$ cat src/hw/rtl/assert_macros.svh
// Assertion helpers for the RTL.
`ifndef ASSERT_MACROS_SVH
`define ASSERT_MACROS_SVH

// Check a property on every rising clock edge outside reset.
`define ASSERT_CLK(lbl, clk, rstn, prop, msg) \
    lbl: assert property (@(posedge clk) disable iff (!(rstn)) prop) else $error(msg);

// Check that a condition never holds outside reset.
`define ASSERT_NEVER(lbl, clk, rstn, cond, msg) \
    `ASSERT_CLK(lbl, clk, rstn, !(cond), msg)

`endif

$ cat src/hw/rtl/ffba_ram.sv
`timescale 1ns / 1ps
// ----------------------------------------------------------------------------
// ffba_ram
// Generic simple dual-port RAM, one write port, one registered read port.
// ----------------------------------------------------------------------------
module ffba_ram #(
    parameter int WIDTH = 64,
    parameter int DEPTH = 64,
    localparam int AW   = (DEPTH > 1) ? $clog2(DEPTH) : 1
) (
    input  logic             aclk,
    input  logic             wr_en,
    input  logic [AW-1:0]    wr_addr,
    input  logic [WIDTH-1:0] wr_data,
    input  logic             rd_en,
    input  logic [AW-1:0]    rd_addr,
    output logic [WIDTH-1:0] rd_data
);

    logic [WIDTH-1:0] mem [DEPTH];
    logic [WIDTH-1:0] rd_data_reg;

    always_ff @(posedge aclk) begin
        if (wr_en) begin
            mem[wr_addr] <= wr_data;
        end
        if (rd_en) begin
            rd_data_reg <= mem[rd_addr];
        end
    end

    assign rd_data = rd_data_reg;

endmodule

$ cat config.mk
export PLATFORM = sky130hd
export DESIGN_NAME = ffba_ram
export DESIGN_NICKNAME = d
export VERILOG_FILES = /design/src/hw/rtl/assert_macros.svh /design/src/hw/rtl/ffba_ram.sv
export SDC_FILE = /design/constraint.sdc
export NUM_CORES = 2
export LEC_CHECK = 0
export BUFFER_PORTS_ARGS = -buffer_cell sky130_fd_sc_hd__clkbuf_2
export CAP_MARGIN = 20
export CELL_PAD_IN_SITES_DETAIL_PLACEMENT = 2
export CELL_PAD_IN_SITES_GLOBAL_PLACEMENT = 2
export CORE_UTILIZATION = 42
export DETAILED_ROUTE_END_ITERATION = 10
export PLACE_DENSITY = 0.64
export REMOVE_ABC_BUFFERS = 1
export SYNTH_ARGS = -nofsm -noshare
export SYNTH_HDL_FRONTEND = slang
export SYNTH_SLANG_ARGS = --single-unit
$ cat constraint.sdc
create_clock -name aclk -period 12.4 [get_ports aclk]
set_input_delay 2.48 -clock aclk [delete_from_list [all_inputs] [get_ports aclk]]
set_output_delay 2.48 -clock aclk [all_outputs]
set_load 0.01 [all_outputs]
Word level (Yosys, flattened, before mapping)
Memory sizes are Yosys's and may differ from the RTL's. A register that Yosys moved wholly into a read port is not among the register bits.
Index checks and enable logic that the tools add are counted.
{"block": "op_classes", "mux": 2}
{"operator": "two-way mux 1 bit", "count": 2}
{"block": "word_totals", "out_inout_bits": 64, "word_cells": 3, "ramBits": 4096, "register_bits": 0, "memories": 1}
{"name": "mem", "words": 64, "word_bits": 64, "read_ports": 1, "rd_clocked_by_memory_dff": 1, "write_ports": 1, "line_no": "ffba_ram.sv:20", "source": "logic [WIDTH-1:0] mem [DEPTH];"}

Logic depth before layout (Yosys ltp)
{"block": "logic_depth", "word_depth": 2, "mapped_depth": 9}

Least setup slack after synthesis
OpenSTA, ideal clock, no wires.
{"block": "synth_timing", "kind": "input port to flip-flop", "startpoint": "input wr_addr[3]", "endpoint": "memory mem[48][0] (enable)", "setup_ns": 0.564, "required_time_ns": 11.836, "arrival_time_ns": 7.352, "path_slack_ns": 4.484, "path_buffers": 1, "path_stages": 4, "path_cell_list": "clkbuf_1 > nor2b_1 > nand4b_1 > nor3_1"}
{"element": "start, declared", "line_no": "ffba_ram.sv:13", "source": "input logic [AW-1:0] wr_addr,"}
{"element": "end, declared", "line_no": "ffba_ram.sv:20"}
Straight into the memory's write port.

==> key figures <==
Routing
  – Total routed wirelength: roughly 550 mm
  – Average wire length per cell after detail routing: ~44 µm
  – Iteration-0 DRC Markers: between 10000 and 15000
  – Total iterations of the first detailed-routing run: 8
  – Via Count: approximately 79000
  – Vias per cell: 6.38
  – Residual antenna-violating net count after detailed routing: 0
  – DRC Markers: 48

Clocking
  – Clock tree from TritonCTS: done
  – Root Buffer: clkbuf_16
  – Reg clk slew, reported paths: roughly 60 ps
  – Maximum number of buffers from clock root to sink: 4
  – Total of hold buffers inserted after clock tree synthesis: 0
  – Clock buffer count from CTS: ~440
  – Clk sink count: ~4200
  – Latest clock arrival within the worst-skew pair: roughly 1000 ps
  – Total of cells resized after clock tree synthesis: 0
  – Total setup buffers inserted after CTS: 0
  – Number of H-tree branching levels: 5

Timing
  – Setup TNS: 0 ps
  – Unrepaired setup endpoints after global routing: false
  – Clock skew: between 30 and 40 ps
  – Worst slew slack as a fraction of its limit: 16.7%
  – Hold Worst Slack: between 900 and 1000 ps
  – Peak Freq: 0.172 GHz
  – Worst slew pin tran: between 1000 and 1500 ps
  – Number of max-slew violations in the final report: 0
  – Final period util: ~47%
  – Count of final setup violators: 0
  – Final worst path period need: approximately 5800 ps
  – Final critical-path setup slack: between 6000 and 7000 ps
  – Hold Fails Final Rpt: 0

Placement
  – Half-perimeter wire length after detailed placement: about 290 mm
  – Total instance count after detailed placement: approximately 12000
  – I/O Buffers: between 100 and 150
  – Area after DPL: 165000 µm²
  – Final RePlAce weighted congestion: approximately 0.76
  – Worst-case setup slack after placement: between 5000 and 6000 ps

Global routing
  – Total routing usage reported by global routing: between 20 and 30%
  – Global-route wire length before repair: 740 mm
  – Largest net degree at the start of global routing: 127
  – Vias in the first global route: between 80000 and 90000
  – Residual overflow from global routing: 0
  – Initial antenna violation count: 23

Synthesis
  – Count of state elements after synthesis: between 4000 and 5000
  – Part of the Yosys area used for sequential elements: between 70% and 80%
  – Async SR Flop Fraction: 0%
  – Dominant synthesized flop cell: edfxtp_1
  – Post-synth EDFFs: roughly 4200
  – Synth unique cells: 32
  – Synthesized cell area: 157000 µm²
  – Cell count after synthesis: ~6600
  – Yosys warning total: 0
  – Average footprint of a synthesized cell: around 24 µm²

Worst setup path
  – Biggest cell delay along the critical path: 870 ps
  – Critical path data required time: 13120 ps
  – Worst R2R Path Depth: 5
  – Critical-path maximum fanout: 49
  – Critical Path Source Type: input port
  – Arrival time reported for the critical path endpoint: 6550 ps
  – CP cell instances: buf_8, buf_4, buf_4, buf_4, mux4_2, or3_1, a41oi_1, a211oi_1
  – Number of buffer and inverter instances along the worst setup path: 4
  – Worst reg2reg path endpoint: rd_data[59]
  – Dominant cell type by count on the critical path: buf_4
  – CP delay by family, top: buffers and inverters
  – Flop2flop setup slack: roughly 10000 ps
  – Critical Path End Type: flip-flop
  – Highest-delay cell along the critical path: buf_4
  – Launch point of the worst reg-to-reg path: mem[40][59]
  – Category of the most critical setup path: input port to flip-flop

Floorplan
  – Number of placement rows: 224
  – Area of the core: around 370000 µm²
  – Initial core utilization: between 40% and 50%
  – Die height: ~610 µm
  – Die Area: around 380000 µm²
  – I/O pin count: between 100 and 150
  – Die X-Extent: 613 µm

Power and ir drop
  – Total power per unit cell area: 168 nW/µm²
  – Leakage power total: roughly 0.056 µW
  – Maximum vdd ir drop: 148 µV

Worst hold path
  – Number of cells on the worst hold path: 4
  – End of the worst hold path: rd_data[2]
  – Tightest Hold Check Type: flip-flop to flip-flop
  – Start point of the worst min-delay path: mem[36][2]

Layout
  – Post-Layout Cell Count: ~12000
  – Synth-to-layout area growth: 14.6%
  – Flip-flop count of the largest register, all copies and words added: 4096
  – Net total in the final layout: 7167
  – Design area: 180000 µm²
  – Layout cell share with drive strength beyond 1: between 20% and 30%

Run status
  – Result of the run: finished, violations left
  – Violations in the final reports: DRC

Flow run
  – Max capacitance violation total: 0
report_power, final:
| group | leakage [µW] | internal [µW] | switching, µW |
|---|---|---|---|
| sequential | 0.0375 | 15600 | 58.6 |
| clock | 0.00681 | 7340 | 5840 |
| combinational | 0.0116 | 515 | 931 |
logic make-up (layout without fill, tap and decap cells):
logic type	after synthesis	after routing	synth area share, %
AO/OA/AOI/OAI	504	504	2.47
other	0	12	0
AND/OR/NAND/NOR	386	386	1.23
flip-flops	4160	4160	79.6
buffers and inverters	389	1236	1.18
multiplexers	1159	1159	15.6
cell usage after synthesis (all sizes together), types with 26 or more instances:
cell type	number	area (µm²)
edfxtp	4160	125000
mux4	1024	23100
buf	230	1250
a22oi	168	1260
clkbuf	140	526
mux2i	135	1350
nor2	112	420
a22o	88	771
o22ai	83	519
and3	64	400
a211oi	63	473
nand2	58	218
nand3	45	225
o221ai	38	333
or3	29	181
nor2b	28	175
or2	28	175
a41oi	26	228
through the flow:
| step | utilization (%) | total power (µW) |
|---|---|---|
| after floorplan | - | 16500 |
| after global placement | 44.2 | 17300 |
| after detailed placement | 44.3 | 17400 |
| after CTS | 48.0 | 30400 |
| after global routing | 48.3 | 30900 |
| final | 48.3 | 30300 |
cell type report:
| class | count | area [µm²] |
|---|---|---|
| multi-input combinational | 2049 | 30800 |
| tap | 4972 | 6220 |
| inverter | 19 | 71.3 |
| clock buffer | 525 | 11500 |
| antenna | 12 | 30.0 |
| sequential | 4160 | 125000 |
| clock inverter | 272 | 2400 |
| timing repair buffer | 420 | 3990 |
| fill | 32500 | 192000 |
layout by cell type, fill, tap and decap left out, types with 28 or more instances in the layout:
cell type,netlist,final
buf_4,34,192
clkinv_1,0,121
a211oi_1,63,63
o221ai_1,38,38
or2_2,28,28
clkbuf_1,140,79
nand2_1,58,55
nand3_1,45,45
o22ai_1,83,83
mux4_2,1024,1024
bufinv_16,0,37
nor2_4,0,64
and3_1,64,64
clkinv_2,0,85
clkbuf_16,0,446
or3_1,29,29
mux2i_1,135,135
clkbuf_2,0,133
a22oi_1,168,168
edfxtp_1,4160,4160
buf_12,0,77
a22o_1,88,88
nor2_1,112,47
worst max-delay path by stage:
stage | to | slack, ps | cells past startpoint | from
global placement | rd_data[40] | 5630 | 8 | rd_addr[2]
detailed placement | rd_data[16] | 5700 | 8 | rd_addr[0]
CTS | rd_data[40] | 6660 | 9 | rd_addr[2]
global route | rd_data[16] | 6510 | 8 | rd_addr[0]
finish | rd_data[53] | 6570 | 8 | rd_addr[2]
floorplan | mem[48][0] | 4620 | 3 | wr_addr[4]
worst reg2reg max path, stage by stage, from the launching register on:
cell	delay, ps
edfxtp_1	420
mux4_2	470
mux2i_1	170
nand2_1	170
a41oi_1	690
a211oi_1	190
routing by layer:
metal  global-route usage, %  share of wire (%)  vias to the layer above
met1                    37.1                 38                    44600
met4                    9.82                3.9                        8
li1                        -                  -                    29600
met3                    3.63                6.7                     1007
met5                       0             0.0090                        -
met2                    50.8                 51                     4047
Note: power is estimated with default switching activity, not from simulation.
