[config.mk]
export PLATFORM = sky130hd
export DESIGN_NAME = ffba_ctrl
export DESIGN_NICKNAME = d
export VERILOG_FILES = /design/src/hw/rtl/assert_macros.svh /design/src/hw/rtl/ffba_pkg.sv /design/src/hw/rtl/ffba_ctrl.sv
export SDC_FILE = /design/constraint.sdc
export NUM_CORES = 1
export LEC_CHECK = 0
export CAP_MARGIN = 5
export CORE_MARGIN = 8
export CORE_UTILIZATION = 36
export DETAILED_ROUTE_END_ITERATION = 16
export DONT_BUFFER_PORTS = 1
export PLACE_DENSITY = 0.58
export SLEW_MARGIN = 20
export SYNTH_ARGS = -nofsm -noshare
export SYNTH_HDL_FRONTEND = slang
export SYNTH_SLANG_ARGS = --single-unit
[constraint.sdc]
create_clock -name aclk -period 4.9 [get_ports aclk]
set_clock_uncertainty 0.15 [all_clocks]
set_input_delay 0.49 -clock aclk [delete_from_list [all_inputs] [get_ports aclk]]
set_output_delay 0.49 -clock aclk [all_outputs]
set_load 0.03 [all_outputs]
[src/hw/rtl/assert_macros.svh]
// Assertion helpers for the RTL.
`ifndef ASSERT_MACROS_SVH
`define ASSERT_MACROS_SVH

// Check a property on every rising clock edge outside reset.
`define ASSERT_CLK(lbl, clk, rstn, prop, msg) \
    lbl: assert property (@(posedge clk) disable iff (!(rstn)) prop) else $error(msg);

// Check that a condition never holds outside reset.
`define ASSERT_NEVER(lbl, clk, rstn, cond, msg) \
    `ASSERT_CLK(lbl, clk, rstn, !(cond), msg)

`endif

[src/hw/rtl/ffba_pkg.sv]
`timescale 1ns / 1ps
// ----------------------------------------------------------------------------
// ffba_pkg
// Types and constants of the first-fit block allocator.
// ----------------------------------------------------------------------------
package ffba_pkg;

    localparam int DEF_MAX_BLOCKS   = 64;
    localparam int DEF_HEADER_BYTES = 12;

    localparam int CFG_IDX_W = 8;
    localparam logic [CFG_IDX_W-1:0] REG_HEAP_BASE  = 8'd0;
    localparam logic [CFG_IDX_W-1:0] REG_HEAP_LIMIT = 8'd1;
    localparam logic [31:0] HEAP_LIMIT_RST = 32'hFFFF_FFFF;

    typedef enum logic {
        OP_ALLOC = 1'b0,
        OP_FREE  = 1'b1
    } opcode_t;

    typedef enum logic [2:0] {
        STATUS_OK        = 3'd0,
        STATUS_BAD_SIZE  = 3'd1,
        STATUS_NO_MEMORY = 3'd2,
        STATUS_NULL_FREE = 3'd3,
        STATUS_UNKNOWN   = 3'd4
    } status_t;

    typedef enum logic [1:0] {
        S_IDLE,
        S_SCAN,
        S_APPEND,
        S_RESP
    } ffba_state_t;

    typedef struct packed {
        logic               opcode;
        logic signed [31:0] request_size;
        logic [31:0]        block_address;
    } in_item_t;

    typedef struct packed {
        logic [2:0]  status;
        logic [31:0] result_address;
    } out_item_t;

    // One table entry as stored in the block RAM.
    typedef struct packed {
        logic [31:0] base;
        logic [30:0] size;
        logic        free;
    } entry_t;

    typedef struct packed {
        logic        base_wr;
        logic [31:0] base_val;
        logic [31:0] limit;
    } cfg_t;

    typedef struct packed {
        logic      valid;
        out_item_t item;
    } res_t;

endpackage

[src/hw/rtl/ffba_ctrl.sv]
`timescale 1ns / 1ps
// ----------------------------------------------------------------------------
// ffba_ctrl
// Request sequencer: walks the block table newest first through the RAM,
// marks entries, appends new blocks and tracks heap top and block count.
// ----------------------------------------------------------------------------
module ffba_ctrl #(
    parameter int MAX_BLOCKS   = ffba_pkg::DEF_MAX_BLOCKS,
    parameter int HEADER_BYTES = ffba_pkg::DEF_HEADER_BYTES,
    localparam int IDX_W       = $clog2(MAX_BLOCKS),
    localparam int CNT_W       = $clog2(MAX_BLOCKS + 1)
) (
    input  logic               aclk,
    input  logic               aresetn,
    input  logic               in_valid,
    output logic               in_ready,
    input  ffba_pkg::in_item_t in_item,
    input  ffba_pkg::cfg_t     cfg,
    output ffba_pkg::res_t     res,
    input  logic               res_ready,
    output logic               ram_wr_en,
    output logic [IDX_W-1:0]   ram_wr_addr,
    output ffba_pkg::entry_t   ram_wr_data,
    output logic               ram_rd_en,
    output logic [IDX_W-1:0]   ram_rd_addr,
    input  ffba_pkg::entry_t   ram_rd_data
);
    import ffba_pkg::*;

    localparam logic [31:0] HDR     = 32'(HEADER_BYTES);
    localparam logic [CNT_W-1:0] CNT_MAX = CNT_W'(MAX_BLOCKS);

    ffba_state_t      state_reg, state_next;
    logic [IDX_W-1:0] idx_reg, idx_next;
    logic [CNT_W-1:0] count_reg, count_next;
    logic [31:0]      top_reg, top_next;
    logic             op_reg, op_next;
    logic [30:0]      raw_reg, raw_next;
    logic [31:0]      key_reg, key_next;
    logic [33:0]      end_reg, end_next;
    logic [2:0]       status_reg, status_next;
    logic [31:0]      raddr_reg, raddr_next;

    logic             accept;
    logic             in_bad;
    logic             in_null;
    logic             cnt_zero;
    logic [CNT_W-1:0] cnt_m1;
    logic             hit;
    logic             no_room;

    assign in_ready = (state_reg == S_IDLE);
    assign accept   = in_valid && in_ready;
    assign in_bad   = in_item.request_size[31] || (in_item.request_size == 32'sd0);
    assign in_null  = (in_item.block_address == 32'd0);
    assign cnt_zero = (count_reg == '0);
    assign cnt_m1   = count_reg - 1'b1;

    // Free matches on the header address, which spares an adder in the walk.
    assign hit = (op_reg == OP_FREE) ? (ram_rd_data.base == key_reg)
                                     : (ram_rd_data.free && (ram_rd_data.size >= raw_reg));
    assign no_room = (count_reg >= CNT_MAX) || (end_reg > ({2'b00, cfg.limit} + 34'd1));

    // Next state
    always_comb begin
        state_next = state_reg;
        unique case (state_reg)
            S_IDLE: begin
                if (accept) begin
                    if (in_item.opcode == OP_ALLOC) begin
                        if (in_bad) begin
                            state_next = S_RESP;
                        end else if (cnt_zero) begin
                            state_next = S_APPEND;
                        end else begin
                            state_next = S_SCAN;
                        end
                    end else begin
                        if (in_null || cnt_zero) begin
                            state_next = S_RESP;
                        end else begin
                            state_next = S_SCAN;
                        end
                    end
                end
            end
            S_SCAN: begin
                if (hit) begin
                    state_next = S_RESP;
                end else if (idx_reg == '0) begin
                    state_next = (op_reg == OP_ALLOC) ? S_APPEND : S_RESP;
                end
            end
            S_APPEND: begin
                state_next = S_RESP;
            end
            S_RESP: begin
                if (res_ready) begin
                    state_next = S_IDLE;
                end
            end
            default: state_next = S_IDLE;
        endcase
    end

    // Datapath and RAM control
    always_comb begin
        idx_next    = idx_reg;
        count_next  = count_reg;
        top_next    = top_reg;
        op_next     = op_reg;
        raw_next    = raw_reg;
        key_next    = key_reg;
        end_next    = end_reg;
        status_next = status_reg;
        raddr_next  = raddr_reg;
        ram_rd_en   = 1'b0;
        ram_rd_addr = idx_reg - 1'b1;
        ram_wr_en   = 1'b0;
        ram_wr_addr = idx_reg;
        ram_wr_data = ram_rd_data;

        unique case (state_reg)
            S_IDLE: begin
                if (accept) begin
                    op_next     = in_item.opcode;
                    raw_next    = in_item.request_size[30:0];
                    key_next    = in_item.block_address - HDR;
                    end_next    = {2'b00, top_reg} + {2'b00, HDR}
                                + {3'b000, in_item.request_size[30:0]};
                    raddr_next  = 32'd0;
                    status_next = STATUS_OK;
                    idx_next    = cnt_m1[IDX_W-1:0];
                    ram_rd_addr = cnt_m1[IDX_W-1:0];
                    if (in_item.opcode == OP_ALLOC) begin
                        if (in_bad) begin
                            status_next = STATUS_BAD_SIZE;
                        end else if (!cnt_zero) begin
                            ram_rd_en = 1'b1;
                        end
                    end else begin
                        if (in_null) begin
                            status_next = STATUS_NULL_FREE;
                        end else if (cnt_zero) begin
                            status_next = STATUS_UNKNOWN;
                        end else begin
                            ram_rd_en = 1'b1;
                        end
                    end
                end
            end
            S_SCAN: begin
                if (hit) begin
                    ram_wr_en        = 1'b1;
                    ram_wr_data.free = (op_reg == OP_FREE);
                    status_next      = STATUS_OK;
                    raddr_next       = (op_reg == OP_ALLOC) ? (ram_rd_data.base + HDR) : 32'd0;
                end else if (idx_reg == '0) begin
                    if (op_reg == OP_FREE) begin
                        status_next = STATUS_UNKNOWN;
                    end
                end else begin
                    // advance to the next older entry
                    ram_rd_en = 1'b1;
                    idx_next  = idx_reg - 1'b1;
                end
            end
            S_APPEND: begin
                if (no_room) begin
                    status_next = STATUS_NO_MEMORY;
                    raddr_next  = 32'd0;
                end else begin
                    ram_wr_en        = 1'b1;
                    ram_wr_addr      = count_reg[IDX_W-1:0];
                    ram_wr_data.base = top_reg;
                    ram_wr_data.size = raw_reg;
                    ram_wr_data.free = 1'b0;
                    count_next       = count_reg + 1'b1;
                    top_next         = end_reg[31:0];
                    status_next      = STATUS_OK;
                    raddr_next       = top_reg + HDR;
                end
            end
            S_RESP: begin
            end
            default: begin
            end
        endcase

        // restart the heap
        if (cfg.base_wr) begin
            top_next   = cfg.base_val;
            count_next = '0;
        end
    end

    always_ff @(posedge aclk) begin
        if (!aresetn) begin
            state_reg <= S_IDLE;
            count_reg <= '0;
            top_reg   <= 32'd0;
        end else begin
            state_reg <= state_next;
            count_reg <= count_next;
            top_reg   <= top_next;
        end
    end

    always_ff @(posedge aclk) begin
        idx_reg    <= idx_next;
        op_reg     <= op_next;
        raw_reg    <= raw_next;
        key_reg    <= key_next;
        end_reg    <= end_next;
        status_reg <= status_next;
        raddr_reg  <= raddr_next;
    end

    assign res.valid               = (state_reg == S_RESP);
    assign res.item.status         = status_reg;
    assign res.item.result_address = raddr_reg;

endmodule

---- Word level (Yosys, flattened, before mapping) ----
Index checks and enable logic that the tools add are counted.
storage, ports and cells
  output and inout port bits .............. 115
  register bits ........................... 180
cells by class
  mux-type cells .......................... 52
  add/subtract/negate cells ............... 9
  eq/ne operators ......................... 12
  $lt $le $gt $ge ......................... 3
  bitwise logic cells ..................... 2
  reduce and logical (&&, ||, !) cells .... 21
operators by type and width
  cell                     count
  $mux W32                 7
  $pmux W32 S3             1
  $add A32 B4 Y32 const B  2
  $logic_not A32 Y1        2
  $mux W64                 1
  $mux W63                 1
  $mux W6                  7
  $add A33 B31 Y34         1
  $gt A34 B33 Y1           1
  $add A32 B1 Y33 const B  1
  $add A32 B4 Y33 const B  1
  $eq A32 B32 Y1           1
  $sub A32 B4 Y32 const B  1
  $ge A31 B31 Y1           1
  $mux W3                  7
  $mux W2                  9
  $mux W1                  13
  $pmux W6 S2              1
  $sub A6 B1 Y6 const B    2
  $pmux W3 S3              1
  $ne A2 B2 Y1 const B     4
  $pmux W2 S4              1
  $reduce_and A4 Y1        2
  $add A7 B1 Y7 const B    1
  17 further kinds         30

---- Longest topological paths before layout ----
Gate-level depths: netlist (run 1).
  depth in word-level cells ............... 6
  gate-level depth with buffers ........... 19
  depth with buffers taken out ............ 17

---- Least setup slack after synthesis (run 1) ----
No wires, ideal clock.
  path kind ............................... input to output
  from .................................... input port cfg[3] (netlist bit)
  to ...................................... output port ram_wr_data[10] (netlist bit)
  cell stages on the path ................. 17
  data arrival time ....................... 4.285 ns
  slack ................................... -0.025 ns
  required time ........................... 4.260 ns
  cell sequence ........................... and3_1 and2_1 and3_1 nand2b_1 nor4_1 nand3_1 xor2_1 ha_1 a21o_1 a21oi_1 o221ai_1 or3b_1 o22ai_2 o31ai_4 buf_6 clkbuf_1 o21ai_0
RTL lines
  element          RTL line         text
  start, declared  ffba_ctrl.sv:18  input ffba_pkg::cfg_t cfg,
  end, declared    ffba_ctrl.sv:23  output ffba_pkg::entry_t ram_wr_data,

==> results.toml, run 1 <==
[clock_network]
cts_buffers = 17
cts_sinks = 179
ctsRootBufferMaster = "clkbuf_16"
clockBufferDepth = 2
cts_tree = "yes"
clkTransAtPathRegs_ns = 0.07
clk_latency_ns = 0.46
htree_levels = 4

[setup_path]
reg2reg_depth = 12
reg2reg_from = "top_reg[2]"
cp.depth = 18
path_cells = "and3_1, and2_1, and3_4, nand2b_4, nor4_2, nand3_1, xor2_1, ha_1, a21o_1, a21oi_1, o221ai_2, or3b_4, o22ai_4, o31ai_4, buf_6, buf_6, o21ai_1, buf_4"
worst-endpoint-arrival_ns = 4.11
r2r_slack_ns = 0.97
required_ns = 4.26
cpLargestDelayFamily = "simple AND/OR/NAND/NOR gates"
crit_fanout = 30
crit_end = "ram_wr_data[2]"
r2r-end = "end_reg[31]"
slowest_delay_ns = 0.43
criticalPathCategory = "in2out"
cp-start-kind = "primary input"
crit_path_top_delay_cell = "or3b_4"
cp_num_buf_inv = 3
cpMostUsedCell = "buf_6"
cp-end-kind = "output pin"
crit_start = "cfg[3]"

[timing]
finalCriticalPeriod_ns = 4.75
hold_slack_ns = 0.0724
fin_crit_sh_pct = 96.9
hold_viol = 0
setup_viol = 0
slew_viol_final = 0
rsz0062_at_grt = "no"
relSlewSlack_pct = 35.6
fmax_ghz = 0.211
tightest_slew_ns = 0.957

[die]
core_um2 = 38300
die_y_um = 212
fp-row-count = 72
die_w_um = 212
start_util_pct = 36.2
die-area_um2 = 45000
pin_count = 313

[routing]
drtAntennaViolNets = 0
viasPerCell = 5.64
wire_per_inst_um = 23.5
vias = 11600
dr.pass1.iters = 5
wl_um = 48400
drcViolationCount = 0
drt_iter0_drc = 754

[placed_design]
gp_congestion = 0.906
numPortBuffers = 0
dp_hpwl_um = 38300
place_area_um2 = 14700

[finish]
design_area_um2 = 15800
utilization_pct = 41.3
area_growth_pct = 14.2
drive_gt1_share_pct = 10.4
n_fill_cell = 3735
largest_reg_flops = 33
final_nets = 1861

[synthesis]
synth_common_cells = "ha_1, edfxtp_1, nand2_1, xnor2_1, xor2_1"
ys_ff_latch = 179
synth_edf_count = 138
ys.flop_type = "edfxtp_1"
syn_area_per_cell_um2 = 9.46
synth_cell_type_count = 66
synth_area_leaders = "edfxtp_1, ha_1, dfxtp_1"
syn-num-nets = 1802
synthCells = 1464
yosys.cell_count.top_type = "ha_1"
ys_warn_count = 0
synth_top_cell_area_share_pct = 29.9
async_flop_share_pct = 0
ys_seq_area_share_pct = 35.9
synth_area_um2 = 13800
synth_top_area_cell = "edfxtp_1"

[power_and_ir_drop]
p_leak_uw = 0.00609
irDropWorstVdd_v = 0.000280
p_per_area_nw_per_um2 = 496

[grt]
antenna_found_initial = 5
grt_max_degree = 100
grt_pass1_vias = 11200
grt_use_total_pct = 20.8
grt_pass1_wl_um = 70400
grt-ovfl-total = 0

[worst_hold_path]
hold_class = "in2reg"

[outcome]
status = "complete, no violations"

[flow_run]
drv_cap = 0
==> repair_timing <==
item	in CTS	in global routing
hold endpoints to repair	34	0
gates resized for setup	1	22
pin swaps	0	8
setup buffers	0	7
setup endpoints to repair	53	71
hold buffers	34	0
cloned	0	1
==> metrics by stage <==
stage	power, uW	setup TNS, ns	std cells	setup slack, ns
2_1_floorplan	5250	-0.495	1464	-0.0248
3_3_place_gp	6280	-0.0756	1980	-0.0454
3_5_place_dp	6320	-0.919	1980	-0.0358
4_1_cts	7840	0	2046	0.00316
5_1_grt	8320	0	2055	0.0139
6_report	7840	0	2057	0.150
==> cell type report <==
type | count | area [um^2] | area share, %
Clock buffer | 19 | 433 | 2.74
Sequential cell | 179 | 4960 | 31.4
Inverter | 77 | 292 | 1.84
Clock inverter | 13 | 175 | 1.11
Multi-Input combinational cell | 1146 | 8400 | 53.1
Timing Repair Buffer | 102 | 892 | 5.64
Antenna cell | 3 | 7.51 | 0.0475
Tap cell | 518 | 648 | 4.10
==> layer usage <==
metal,vias up,part of all wire [%],track usage (%),routed length [um]
li1,5553,-,-,-
met1,5628,41,25.4,19900
met2,349,50,36.1,24100
met3,65,7.0,5.01,3380
met4,0,2.1,5.61,1010
met5,-,0,0,0
==> power by group <==
group | switching, uW | internal [uW]
clock | 659 | 814
sequential | 714 | 2270
combinational | 2150 | 1240
==> worst min-delay path by stage <==
stage / from / to / slack (ns) / depth (start not counted)
2_1_floorplan: count_reg[6] / count_reg[6] / 0.31 / 2
3_3_place_gp: state_reg[1] / state_reg[1] / 0.33 / 2
3_5_place_dp: state_reg[1] / state_reg[1] / 0.36 / 2
4_1_cts: aresetn / state_reg[0] / 0.03 / 2
5_1_grt: aresetn / state_reg[0] / 0.05 / 2
6_report: aresetn / state_reg[0] / 0.07 / 2
==> worst register-to-register path, delay by kind of cell, from the launching register on <==
| family | cells | cell delay, ns |
|---|---|---|
| simple gates | 1 | 0.11 |
| buf+inv | 2 | 0.22 |
| flops | 1 | 0.39 |
| compound gates | 7 | 2.03 |
| fa+ha+maj | 2 | 0.75 |
==> cell families after synthesis <==
family          Yosys count  share of synthesized area (%)
simple gates            473                           17.4
flops                   179                           35.9
buf+inv                 139                           3.89
compound gates          306                           15.0
fa+ha+maj               140                           12.7
mux                      48                           3.79
xor+xnor                179                           11.3
==> layout by cell type, fill, tap and decap left out, types with 20 or more instances in the layout <==
cell           instances
ha_1                 139
edfxtp_1             138
nand2_1              112
xnor2_1               90
xor2_1                89
nor2_1                85
inv_1                 76
buf_4                 63
a21oi_1               54
nor3_1                51
nand3_1               50
o21ai_0               50
nand4_1               43
dfxtp_1               41
a211oi_1              39
nand2b_1              39
mux2_2                35
dlygate4sd3_1         34
o22ai_1               33
o311ai_0              33
a21o_1                32
nor4_1                20
No activity file was read; power rests on OpenSTA's default activity.
==> inputs of run 2 (changes only) <==
PLACE_DENSITY = 0.6   (was 0.58)
clock period = 4.3 ns   (was 4.9 ns; I/O delays follow)
==> results.toml, run 2 (same netlist as run 1, synthesis figures left out) <==
[setup_path]
cp-start-kind = "primary input"
path_cells = "and3_4, and2_4, nand4_1, buf_6, nor3_4, buf_4, nand3_1, xor2_1, ha_1, a21o_1, a21o_1, a21oi_2, or3b_4, o22ai_4, o31ai_4, buf_6, buf_12, clkbuf_16, o21ai_4, buf_12"
reg2reg_depth = 10
crit_path_top_delay_cell = "or3b_4"
criticalPathCategory = "in2out"
required_ns = 3.72
slowest_delay_ns = 0.41
r2r-end = "idx_reg[1]"
r2r_slack_ns = 0.58
crit_fanout = 9
cp-end-kind = "output pin"
worst-endpoint-arrival_ns = 3.91
reg2reg_from = "raw_reg[26]"

[power_and_ir_drop]
irDropWorstVdd_v = 0.000314
power_uw = 9720
p_per_area_nw_per_um2 = 571
p_leak_uw = 0.00669

[timing]
hold_viol = 0
relSlewSlack_pct = 34.4
tightest_slew_ns = 0.975
fin_ws_ns = -0.189
rsz0062_at_grt = "yes"
hold_slack_ns = 0.0165
fmax_ghz = 0.223
finalCriticalPeriod_ns = 4.49
slew_viol_final = 0
setup_viol = 71
fin_crit_sh_pct = 104

[worst_hold_path]
hold_end = "top_reg[7]"
holdPathStages = 2
min-delay-start = "aresetn"
hold_class = "in2reg"

[die]
start_util_pct = 36.2
core_um2 = 38300
die_w_um = 212
die-area_um2 = 45000
die_y_um = 212
pin_count = 313
fp-row-count = 72

[outcome]
status = "finished, violations left"
violations = "negative setup slack"

[clock_network]
clk_latency_ns = 0.46
ctsRootBufferMaster = "clkbuf_16"
cts_buffers = 17
clockBufferDepth = 2
htree_levels = 4
clkTransAtPathRegs_ns = 0.08
cts_tree = "yes"
cts_sinks = 179

[grt]
grt_pass1_vias = 11700
grt_pass1_wl_um = 73300
grt_max_degree = 100
antenna_found_initial = 16
grt-ovfl-total = 0
grt_use_total_pct = 21.6

[routing]
drtAntennaViolNets = 0
viasPerCell = 5.65
drt_iter0_drc = 744
wl_um = 50300
dr.pass1.iters = 5
vias = 11800
wire_per_inst_um = 24.1
drcViolationCount = 0

[finish]
area_growth_pct = 23.1
layout_common_cells = "ha_1, edfxtp_1, nand2_1"
drive_gt1_share_pct = 16.2
largest_reg_flops = 33
final_nets = 1891
finalNonFillerCells = 2089
final_common_cell = "ha_1"

[placed_design]
numPortBuffers = 0
gp_congestion = 0.909
dp_cells = 1996
dp_hpwl_um = 39900

[flow_run]
drv_cap = 0
==> run 2: cell count changes in the layout (fill, tap and decap cells not counted), moves of 5 or more <==
cell	previous run	this run
mux2_2	35	0
mux2_4	0	35
o21ai_4	0	28
o21ai_0	50	25
buf_12	1	15
nand2_1	112	100
buf_6	3	14
nand2_2	0	9
o21ai_1	10	1
a21oi_1	54	48
o21ai_2	0	6
a21oi_2	0	5
clkbuf_16	18	23
==> run 2: how the worst max path moves through the flow <==
stage	start	end	slack, ns
after CTS	cfg[3]	ram_wr_data[49]	-0.12
after detailed placement	cfg[3]	ram_wr_data[49]	-0.45
final	cfg[3]	ram_wr_data[2]	-0.19
after floorplan	cfg[3]	ram_wr_addr[0]	-0.02
after global placement	cfg[3]	ram_wr_data[44]	-0.35
after global routing	cfg[3]	ram_wr_data[3]	-0.31
==> run 2: routing by layer <==
layer / routed length (um) / share of wire [%] / vias up / GRT usage (%)
met5: 71 / 0.14 / - / 0
met4: 948 / 1.9 / 12 / 5.06
met3: 4790 / 9.5 / 57 / 7.37
met2: 23700 / 47 / 404 / 36.2
met1: 20800 / 41 / 5695 / 26.5
li1: - / - / 5638 / -
==> run 2: timing repair <==
action / 4_1_cts / 5_1_grt
setup buffers: 7 / 5
resized for setup: 78 / 34
pin swaps: 24 / 5
cloned: 2 / 5
setup endpoints to repair: 71 / 72
endpoints found under the hold margin: 41 / 0
hold buffers: 37 / 0
==> run 2: area by class of cell <==
type | count | area, um^2
fillers | 3629 | 21200
multi-input cells | 1146 | 9060
flip-flops and latches | 179 | 4960
repair buffers | 132 | 1450
well taps | 518 | 648
clock buffers | 21 | 493
inverters | 77 | 293
clock inverters | 11 | 111
diodes | 5 | 12.5
==> run 2: power by group <==
part           total [uW]  internal [uW]  switching [uW]
Combinational        4740           1930            2810
Clock                1640            893             748
Sequential           3340           2580             757
Total                9720           5400            4320
==> run 2: worst max-delay path: cells and delay by family <==
kind            cells  cell delay, ns
fa+ha+maj           1            0.29
buf+inv             6            0.94
simple gates        6            1.13
compound gates      6            0.95
xor+xnor            1            0.14
==> run 2: metrics by stage <==
stage | worst slack (ns) | TNS, ns | util, % | instance area (um^2)
after detailed placement | -0.452 | -35.74 | 40.0 | 15300
after floorplan | -0.0166 | -0.116 | - | 14200
final | -0.189 | -9.25 | 44.5 | 17000
after global placement | -0.346 | -24.15 | 40.0 | 15300
after global routing | -0.313 | -18.29 | 44.5 | 17000
after CTS | -0.116 | -4.86 | 43.7 | 16700
==> inputs of run 3 (changes only) <==
CORE_MARGIN = not set   (was 8)
MAX_ROUTING_LAYER = met4   (was not set)
==> results.toml, run 3 (same netlist as run 1, synthesis figures left out) <==
[placed_design]
dp_cells = 1991
numPortBuffers = 0
gp_congestion = 0.929
dp_hpwl_um = 37400
place_area_um2 = 15300

[finish]
drive_gt1_share_pct = 16.5
design_area_um2 = 17000
finalNonFillerCells = 2099
area_growth_pct = 22.9
largest_reg_flops = 33
n_fill_cell = 3531
final_nets = 1901
layout_common_cells = "edfxtp_1, ha_1, nand2_1"
final_common_cell = "edfxtp_1"

[die]
pin_count = 313
fp-row-count = 71
die-area_um2 = 39200
start_util_pct = 36.7
core_um2 = 37800
die_w_um = 198
die_y_um = 198

[clock_network]
ctsRootBufferMaster = "clkbuf_16"
cts_buffers = 17
htree_levels = 4
clk_latency_ns = 0.45
cts_sinks = 179
cts_tree = "yes"
clkTransAtPathRegs_ns = 0.07
clockBufferDepth = 2

[timing]
tightest_slew_ns = 0.767
setup_viol = 10
fmax_ghz = 0.231
slew_viol_final = 0
hold_viol = 0
fin_crit_sh_pct = 101
finalCriticalPeriod_ns = 4.33
relSlewSlack_pct = 47.4
rsz0062_at_grt = "yes"
fin_ws_ns = -0.0307

[outcome]
status = "finished, violations left"
violations = "negative setup slack"

[setup_path]
worst-endpoint-arrival_ns = 3.75
crit_start = "cfg[3]"
crit_fanout = 18
criticalPathCategory = "in2out"
reg2reg_from = "top_reg[1]"
cp-start-kind = "primary input"
r2r-end = "end_reg[31]"
cp-end-kind = "output pin"
r2r_slack_ns = 0.32
required_ns = 3.72
reg2reg_depth = 11

[grt]
grt_pass1_wl_um = 70400
grt_max_degree = 100
grt_use_total_pct = 24.9
antenna_found_initial = 10
grt_pass1_vias = 11700
grt-ovfl-total = 0

[worst_hold_path]
min-delay-start = "in_item[2]"
hold_end = "key_reg[2]"
hold_class = "in2reg"
holdPathStages = 1

[routing]
dr.pass1.iters = 5
drtAntennaViolNets = 0
wire_per_inst_um = 23.0
viasPerCell = 5.65
drt_iter0_drc = 890
vias = 11900
drcViolationCount = 0
wl_um = 48200

[power_and_ir_drop]
irDropWorstVdd_v = 0.000399
p_per_area_nw_per_um2 = 558
p_leak_uw = 0.00669

[flow_run]
drv_cap = 0
==> run 3: cell types whose count changed in the layout (fill, tap and decap cells not counted), sizes merged <==
cell,previous run,this run
clkinv,4,6
dlygate4sd3,37,36
diode,5,12
bufinv,1,0
clkinvlp,3,4
buf,91,102
clkbuf,25,23
==> run 3: through the flow <==
stage	hold slack [ns]	total power [uW]	utilization, %	setup slack (ns)	setup TNS (ns)
after floorplan	0.306	6200	-	-0.0166	-0.116
after global placement	0.345	7380	40.5	-0.231	-14.00
after CTS	0.000543	9290	44.2	-0.0250	-0.0491
final	0.0209	9490	45.1	-0.0307	-0.233
after detailed placement	0.362	7440	40.5	-0.308	-19.91
after global routing	0.00937	9980	45.0	-0.192	-8.13
==> run 3: repair_timing <==
action	CTS	global route
hold endpoints to repair	47	0
buffers inserted	16	6
cloned	2	6
gates resized for setup	81	30
endpoints found under the setup margin	71	71
pin swaps	32	16
hold buffers	36	0
==> run 3: how the worst max path moves through the flow <==
stage / depth (start not counted) / end
after CTS: 19 / ram_wr_data[35]
after global routing: 19 / ram_wr_addr[2]
after global placement: 17 / ram_wr_data[47]
after detailed placement: 17 / ram_wr_data[47]
final: 19 / ram_wr_addr[3]
after floorplan: 16 / ram_wr_addr[0]
==> run 3: cell type report <==
class,instances,area [um^2],area share [%]
inverter,77,293,1.72
clock inverter,13,104,0.610
antenna,12,30.0,0.177
clock buffer,19,433,2.54
timing repair buffer,142,1520,8.94
multi-input combinational,1146,9030,53.1
tap,511,639,3.76
sequential,179,4960,29.2
==> run 3: worst max-delay path, stage by stage <==
cell,delay [ns]
and3_4,0.17
and2_4,0.15
and3_4,0.23
nand2b_4,0.07
buf_4,0.16
nor2_4,0.10
nand2_1,0.07
xor2_1,0.15
ha_1,0.28
nand4_1,0.15
buf_4,0.18
buf_6,0.11
o22ai_4,0.22
buf_6,0.14
nor4b_4,0.04
o31ai_4,0.27
buf_12,0.25
buf_12,0.19
mux2_4,0.37
==> run 3: report_power, final <==
group	switching [uW]	leakage, uW	internal (uW)
clock	762	0.000258	751
sequential	735	0.00167	2580
combinational	2770	0.00476	1890
==> run 3: metal layers <==
layer,part of all wire (%),vias to the layer above,global-route usage [%]
li1,-,5654,-
met3,9.5,73,7.10
met4,3.7,0,10.4
met1,42,5649,30.8
met5,0,-,-
met2,45,483,38.0
